===== src/hdl/rwtm_pkg.sv =====
// shared types and constants of the raycast wall texel mapper
`timescale 1ns / 1ps
package rwtm_pkg;

  localparam int TEX_WIDTH     = 64;
  localparam int TEX_HEIGHT    = 64;
  localparam int NUM_TEX       = 4;
  localparam int TEX_COL_BITS  = $clog2(TEX_WIDTH);
  localparam int TEX_ROW_BITS  = $clog2(TEX_HEIGHT);
  localparam int TEX_SEL_BITS  = $clog2(NUM_TEX);
  localparam int STORE_DEPTH   = NUM_TEX * TEX_WIDTH * TEX_HEIGHT;
  localparam int ADDR_BITS     = TEX_SEL_BITS + TEX_ROW_BITS + TEX_COL_BITS;
  localparam int TEXEL_BITS    = 32;
  localparam int FRAC_BITS     = 22;
  localparam int POS_INT_BITS  = FRAC_BITS - 14;

  // row divider: 16-bit magnitude scaled by the texture height
  localparam int MAG_BITS      = 16;
  localparam int DIV_W         = MAG_BITS + TEX_ROW_BITS;
  localparam int DIV_PER_STAGE = 2;
  localparam int DIV_STAGES    = (DIV_W + DIV_PER_STAGE - 1) / DIV_PER_STAGE;

  // accept edge to result cycle: front two stages, divider, texel read
  localparam int LATENCY       = DIV_STAGES + 3;

  localparam logic MODE_LOAD = 1'b0;
  localparam logic MODE_DRAW = 1'b1;

  typedef enum logic [1:0] {
    TEX_NORTH = 2'd0,
    TEX_SOUTH = 2'd1,
    TEX_EAST  = 2'd2,
    TEX_WEST  = 2'd3
  } tex_e;

  // everything that rides alongside the row division
  typedef struct packed {
    logic                     valid;
    logic                     draw;
    logic                     fault;
    tex_e                     tex;
    logic [TEX_COL_BITS-1:0]  col;
    logic                     neg;
    logic [11:0]              column;
    logic [11:0]              row;
    logic [ADDR_BITS-1:0]     load_addr;
    logic [TEXEL_BITS-1:0]    load_color;
  } side_t;

  // partial state of the restoring division
  typedef struct packed {
    logic [MAG_BITS-1:0]      rem;
    logic [DIV_W-1:0]         dividend;
    logic [TEX_ROW_BITS-1:0]  quo;
    logic [15:0]              divisor;
  } div_t;

endpackage


===== src/hdl/rwtm_front.sv =====
// front stages: texture pick, hit product, row numerator, texture column
`timescale 1ns / 1ps
module rwtm_front (
  input  logic                clk_i,
  input  logic                rst_ni,
  input  logic                valid_i,
  input  logic [12:0]         screen_height_i,
  input  logic                mode_i,
  input  logic signed [15:0]  ray_dir_x_i,
  input  logic signed [15:0]  ray_dir_y_i,
  input  logic                hit_side_i,
  input  logic [15:0]         wall_distance_i,
  input  logic [15:0]         player_x_i,
  input  logic [15:0]         player_y_i,
  input  logic [15:0]         line_height_i,
  input  logic [11:0]         pixel_y_i,
  input  logic [11:0]         column_x_i,
  input  logic [13:0]         load_address_i,
  input  logic [31:0]         load_color_i,
  output rwtm_pkg::side_t     side_o,
  output rwtm_pkg::div_t      div_o
);

  // stage a registers
  rwtm_pkg::side_t                     a_side_d, a_side_q;
  logic [rwtm_pkg::FRAC_BITS-1:0]      a_prod_d, a_prod_q;
  logic [rwtm_pkg::POS_INT_BITS-1:0]   a_base_d, a_base_q;
  logic                                a_mirror_d, a_mirror_q;
  logic [rwtm_pkg::MAG_BITS-1:0]       a_mag_d, a_mag_q;
  logic [15:0]                         a_lh_d, a_lh_q;

  // stage b registers
  rwtm_pkg::side_t                     b_side_d, b_side_q;
  rwtm_pkg::div_t                      b_div_d, b_div_q;

  logic signed [32:0]                  prod_full;
  logic signed [17:0]                  row_sum;
  logic [17:0]                         row_abs;
  logic signed [15:0]                  dir_sel;
  logic [15:0]                         base_sel;
  logic                                dx_zero, dy_zero, dx_pos, dy_neg;
  logic [rwtm_pkg::FRAC_BITS-1:0]      frac;
  logic [rwtm_pkg::TEX_COL_BITS-1:0]   col_raw;

  assign dx_zero = (ray_dir_x_i == 16'sd0);
  assign dy_zero = (ray_dir_y_i == 16'sd0);
  assign dx_pos  = !ray_dir_x_i[15] && !dx_zero;
  assign dy_neg  = ray_dir_y_i[15];

  // stage a: texture pick, mirror flag, hit product, row numerator
  always_comb begin
    dir_sel   = hit_side_i ? ray_dir_x_i : ray_dir_y_i;
    base_sel  = hit_side_i ? player_x_i : player_y_i;
    prod_full = $signed({1'b0, wall_distance_i}) * dir_sel;
    a_lh_d    = (line_height_i == 16'd0) ? 16'd1 : line_height_i;
    row_sum   = $signed({6'b0, pixel_y_i}) - $signed({6'b0, screen_height_i[12:1]})
              + $signed({3'b0, a_lh_d[15:1]});
    row_abs   = row_sum[17] ? (18'd0 - row_sum) : row_sum;

    a_side_d.valid      = valid_i;
    a_side_d.draw       = (mode_i == rwtm_pkg::MODE_DRAW);
    a_side_d.fault      = dx_zero && dy_zero;
    if ((hit_side_i && !dy_zero) || dx_zero) begin
      a_side_d.tex = dy_neg ? rwtm_pkg::TEX_NORTH : rwtm_pkg::TEX_SOUTH;
    end else begin
      a_side_d.tex = dx_pos ? rwtm_pkg::TEX_EAST : rwtm_pkg::TEX_WEST;
    end
    a_side_d.col        = '0;
    a_side_d.neg        = row_sum[17];
    a_side_d.column     = column_x_i;
    a_side_d.row        = pixel_y_i;
    a_side_d.load_addr  = load_address_i[rwtm_pkg::ADDR_BITS-1:0];
    a_side_d.load_color = load_color_i;

    a_prod_d   = prod_full[rwtm_pkg::FRAC_BITS-1:0];
    a_base_d   = base_sel[rwtm_pkg::POS_INT_BITS-1:0];
    a_mirror_d = hit_side_i ? dy_neg : dx_pos;
    a_mag_d    = row_abs[rwtm_pkg::MAG_BITS-1:0];
  end

  always_ff @(posedge clk_i or negedge rst_ni) begin
    if (!rst_ni) begin
      a_side_q <= '0;
    end else begin
      a_side_q <= a_side_d;
    end
  end

  always_ff @(posedge clk_i) begin
    a_prod_q   <= a_prod_d;
    a_base_q   <= a_base_d;
    a_mirror_q <= a_mirror_d;
    a_mag_q    <= a_mag_d;
    a_lh_q     <= a_lh_d;
  end

  // stage b: hit fraction, texture column with mirroring, divider setup
  always_comb begin
    frac    = {a_base_q, 14'd0} + a_prod_q;
    col_raw = frac[rwtm_pkg::FRAC_BITS-1 -: rwtm_pkg::TEX_COL_BITS];

    b_side_d     = a_side_q;
    b_side_d.col = a_mirror_q ? ~col_raw : col_raw;

    b_div_d.rem      = '0;
    b_div_d.dividend = {a_mag_q, {rwtm_pkg::TEX_ROW_BITS{1'b0}}};
    b_div_d.quo      = '0;
    b_div_d.divisor  = a_lh_q;
  end

  always_ff @(posedge clk_i or negedge rst_ni) begin
    if (!rst_ni) begin
      b_side_q <= '0;
    end else begin
      b_side_q <= b_side_d;
    end
  end

  always_ff @(posedge clk_i) begin
    b_div_q <= b_div_d;
  end

  assign side_o = b_side_q;
  assign div_o  = b_div_q;

endmodule


===== config.mk =====
export PLATFORM = sky130hd
export DESIGN_NAME = rwtm_front
export DESIGN_NICKNAME = d
export VERILOG_FILES = /design/src/hdl/rwtm_pkg.sv /design/src/hdl/rwtm_front.sv
export SDC_FILE = /design/constraint.sdc
export NUM_CORES = 1
export LEC_CHECK = 0
export BUFFER_PORTS_ARGS = -buffer_cell sky130_fd_sc_hd__buf_2
export CORE_MARGIN = 2
export CORE_UTILIZATION = 60
export DETAILED_ROUTE_END_ITERATION = 8
export HOLD_SLACK_MARGIN = 0.02
export PLACE_DENSITY = 0.9
export SLEW_MARGIN = 20
export SYNTH_ARGS = -nofsm -noshare
export SYNTH_HDL_FRONTEND = slang
export SYNTH_SLANG_ARGS = --single-unit

===== constraint.sdc =====
create_clock -name clk_i -period 4.83 [get_ports clk_i]
set_input_delay 0.483 -clock clk_i [delete_from_list [all_inputs] [get_ports clk_i]]
set_output_delay 0.483 -clock clk_i [all_outputs]
set_load 0.005 [all_outputs]

==> results.md <==
- Top FF cell, synth: dfrtp_1
- Worst EP required: 5210 ps
- Gate count after technology mapping: 1318
- Die X: 159 um
- Synth cell types: 68
- Post-synth EDFFs: 0
- Yosys reg bits: 239
- Worst slew margin: 57.2%
- Port Buffers: 280
- CP Capture Type: flop
- Tcrit/Tclk final: 115%
- Critical path cell sequence: buf_12, buf_4, mux2i_4, buf_12, nor2b_1, fa_1, inv_2, fa_2, fa_2, fa_1, inv_1, fa_1, inv_1, fa_1, inv_1, ha_2, a21o_1, a21oi_2, o2bb2ai_2, or3_4, a21oi_4, o211ai_1, xnor2_1
- Worst Tran Pin Value: 642 ps
- Register area share after synthesis: 38.5%
- CP Buf/Inv Count: 7
- Design area: 0.0181 mm2
- YS warnings: 0
- Clock latency on the worst-skew pair: 490 ps
- Hold WS: 99.4 ps
- Inst Count DP: 1976
- Initial antenna violation count: 3
- RSZ-0062 raised after global routing: yes
- Post-Layout Cell Count: 2037
- Vias in the first global route: 11800
- Reg2Reg Depth: 8
- Endpoints failing hold: 0
- Final setup fails: 8
- Core Footprint: 0.0236 mm2
- DR iter-0 viols: 846
- PD cells: 720 mW/mm2
- Placed cell area: 0.0170 mm2
- Min Clock Period, post-route: 5530 ps
- Final WS setup: -701 ps
- Remaining DRCs: 0
- Post-route ant nets: 0
- Most common cell after layout, fill and taps aside: buf_2
- Max VDD drop: 0.000807 V
- Row cnt: 56
- Post-synth top area cell: dfrtp_1
- Tot GR Track Use: 32.2%
- Most frequent cells in the layout: 278 x buf_2, 217 x inv_1, 158 x dfrtp_1, 144 x fa_1, 112 x buf_4
- Skew final: 8.21 ps
- RePlAce Congestion: 0.943
- Final core utilization: 76.5%
- CP Max Fanout: 13
- CTS Sinks: 239
- NumNets Final: 2144
- Crit path depth: 23
- Wire per inst: 20.2 um
- CTS Buffer Depth: 3
- Largest net degree at the start of global routing: 71
- TritonCTS buffer count: 21
- Slowest cell on crit path: fa_2
- First-pass GRT wire length: 64000 um
- Die height: 159 um
- Synth area leaders: dfrtp_1 27%, fa_1 21%, dfxtp_1 11%
- Area Overhead vs Synth: 24.7%
- CTS H-tree depth: 1
- Status: complete, but fails checks
- Crit path arrival time: 5910 ps
- Failing checks: setup timing
- Peak Freq: 0.181 GHz
- Final setup TNS: -4200 ps
- Filler cell count: 1378
- CTS tree: done
- Clock-pin slew on the worst setup and hold paths: 60 ps
- Slew Viols, Final: 0
- Hold Path Class: in2reg
- Vias: 10900
- CP Class: in2reg
- Synthesized cell area: 0.0145 mm2
- # Max-Cap Violations: 0
- FFs w/ async S/R, synth: 66.1%
- Cell with the most instances on the worst path: fa_1
- Lkg Pwr: 9.17 nW
- Post-DP HPWL: 30200 um
- Vias per cell: 5.36
- Congestion Overflow GR: 0
- Initial Util: 61.4%
- I/O pins: 326
- Crit-path max cell delay: 560 ps
- Die area: 0.0254 mm2
- Top delay family on crit path: adder cells
- CTS root buffer: clkbuf_16
- Share of layout cells above drive strength 1: 32.0%
- Syn avg cell area: 11.0 um2
- Post-synth top area share: 27.3%
- Detailed Routing Iterations Pass 1: 5
- Final Routed Wirelength: 41100 um
- Worst setup SP type: primary input
- Cells on Worst Hold Path: 1
## repair_timing
item	4_1_cts	5_1_grt
resized for setup	40	36
pin swaps	27	33
setup endpoints to repair	8	10
hold buffers	1	0
cloned	2	1
hold endpoints to repair	6	0
buffers inserted	8	11
## final timing paths
check,from,to,slack [ps]
setup / recovery,hit_side_i,a_prod_q[21],-700
hold / removal,load_color_i[26],a_side_q[26],100
setup reg to reg,a_prod_q[15],side_o[76],2810
hold reg to reg,a_lh_q[14],div_o[14],330
max in group asynchronous,rst_ni,a_side_q[77],3130
min in group asynchronous,rst_ni,side_o[8],590
## registers in the layout, summed over array words and instances, names as in the netlist
signal	flops
a_prod_q	8
a_mag_q	16
side_o	82
a_base_q	8
a_side_q	76
a_lh_q	16
a_mirror_q	1
div_o	32
## power breakdown
group	leakage, nW	total [mW]	switching (mW)	internal, mW
registers	2.53	2.47	0.101	2.37
clock network	0.314	1.59	0.710	0.880
logic	6.33	8.96	4.48	4.47
total	9.17	13.0	5.30	7.72
## per-layer routing
layer,vias up,track usage [%],share of wire (%)
li1,4775,-,-
met1,5376,37.4,36
met2,619,56.9,50
met3,150,6.77,7.9
met4,2,15.7,5.7
met5,-,0,0.022
## cell families after synthesis
| group | after synthesis | share of synthesized area (%) |
|---|---|---|
| mux | 25 | 1.90 |
| xor+xnor | 70 | 4.28 |
| other cells | 1 | 0.0259 |
| flops | 239 | 38.5 |
| simple gates | 316 | 11.3 |
| fa+ha+maj | 259 | 30.3 |
| compound gates | 101 | 5.01 |
| buf+inv | 307 | 8.76 |
## metrics by stage
stage                     worst slack (ps)  power, mW
after global placement               -1160       10.2
after CTS                             -650       12.5
final                                 -701       13.0
after global routing                  -898       14.2
after floorplan                      -1060       7.64
after detailed placement             -1260       10.5
## area by class of cell
cell class,instances,area (um2),area share [%]
inverters,233,877,4.85
flip-flops and latches,239,5580,30.9
clock buffers,29,566,3.13
multi-input cells,800,8090,44.8
diodes,3,7.51,0.0415
clock inverters,8,73.8,0.409
well taps,319,399,2.21
repair buffers,406,2480,13.7
## synthesized netlist by cell type, drive strengths merged (10+ instances only)
master and instances:
nor3 15, clkbuf 41, and2 52, mux2 20, nand2 114, xor2 21
ha 106, a21oi 28, nor2 34, nor4 14, fa 153, o21ai 19
buf 33, nand2b 11, inv 233, xnor2 49, a21o 10, dfrtp 158
dfxtp 81, nor2b 43
No activity file was read; power rests on OpenSTA's default activity.
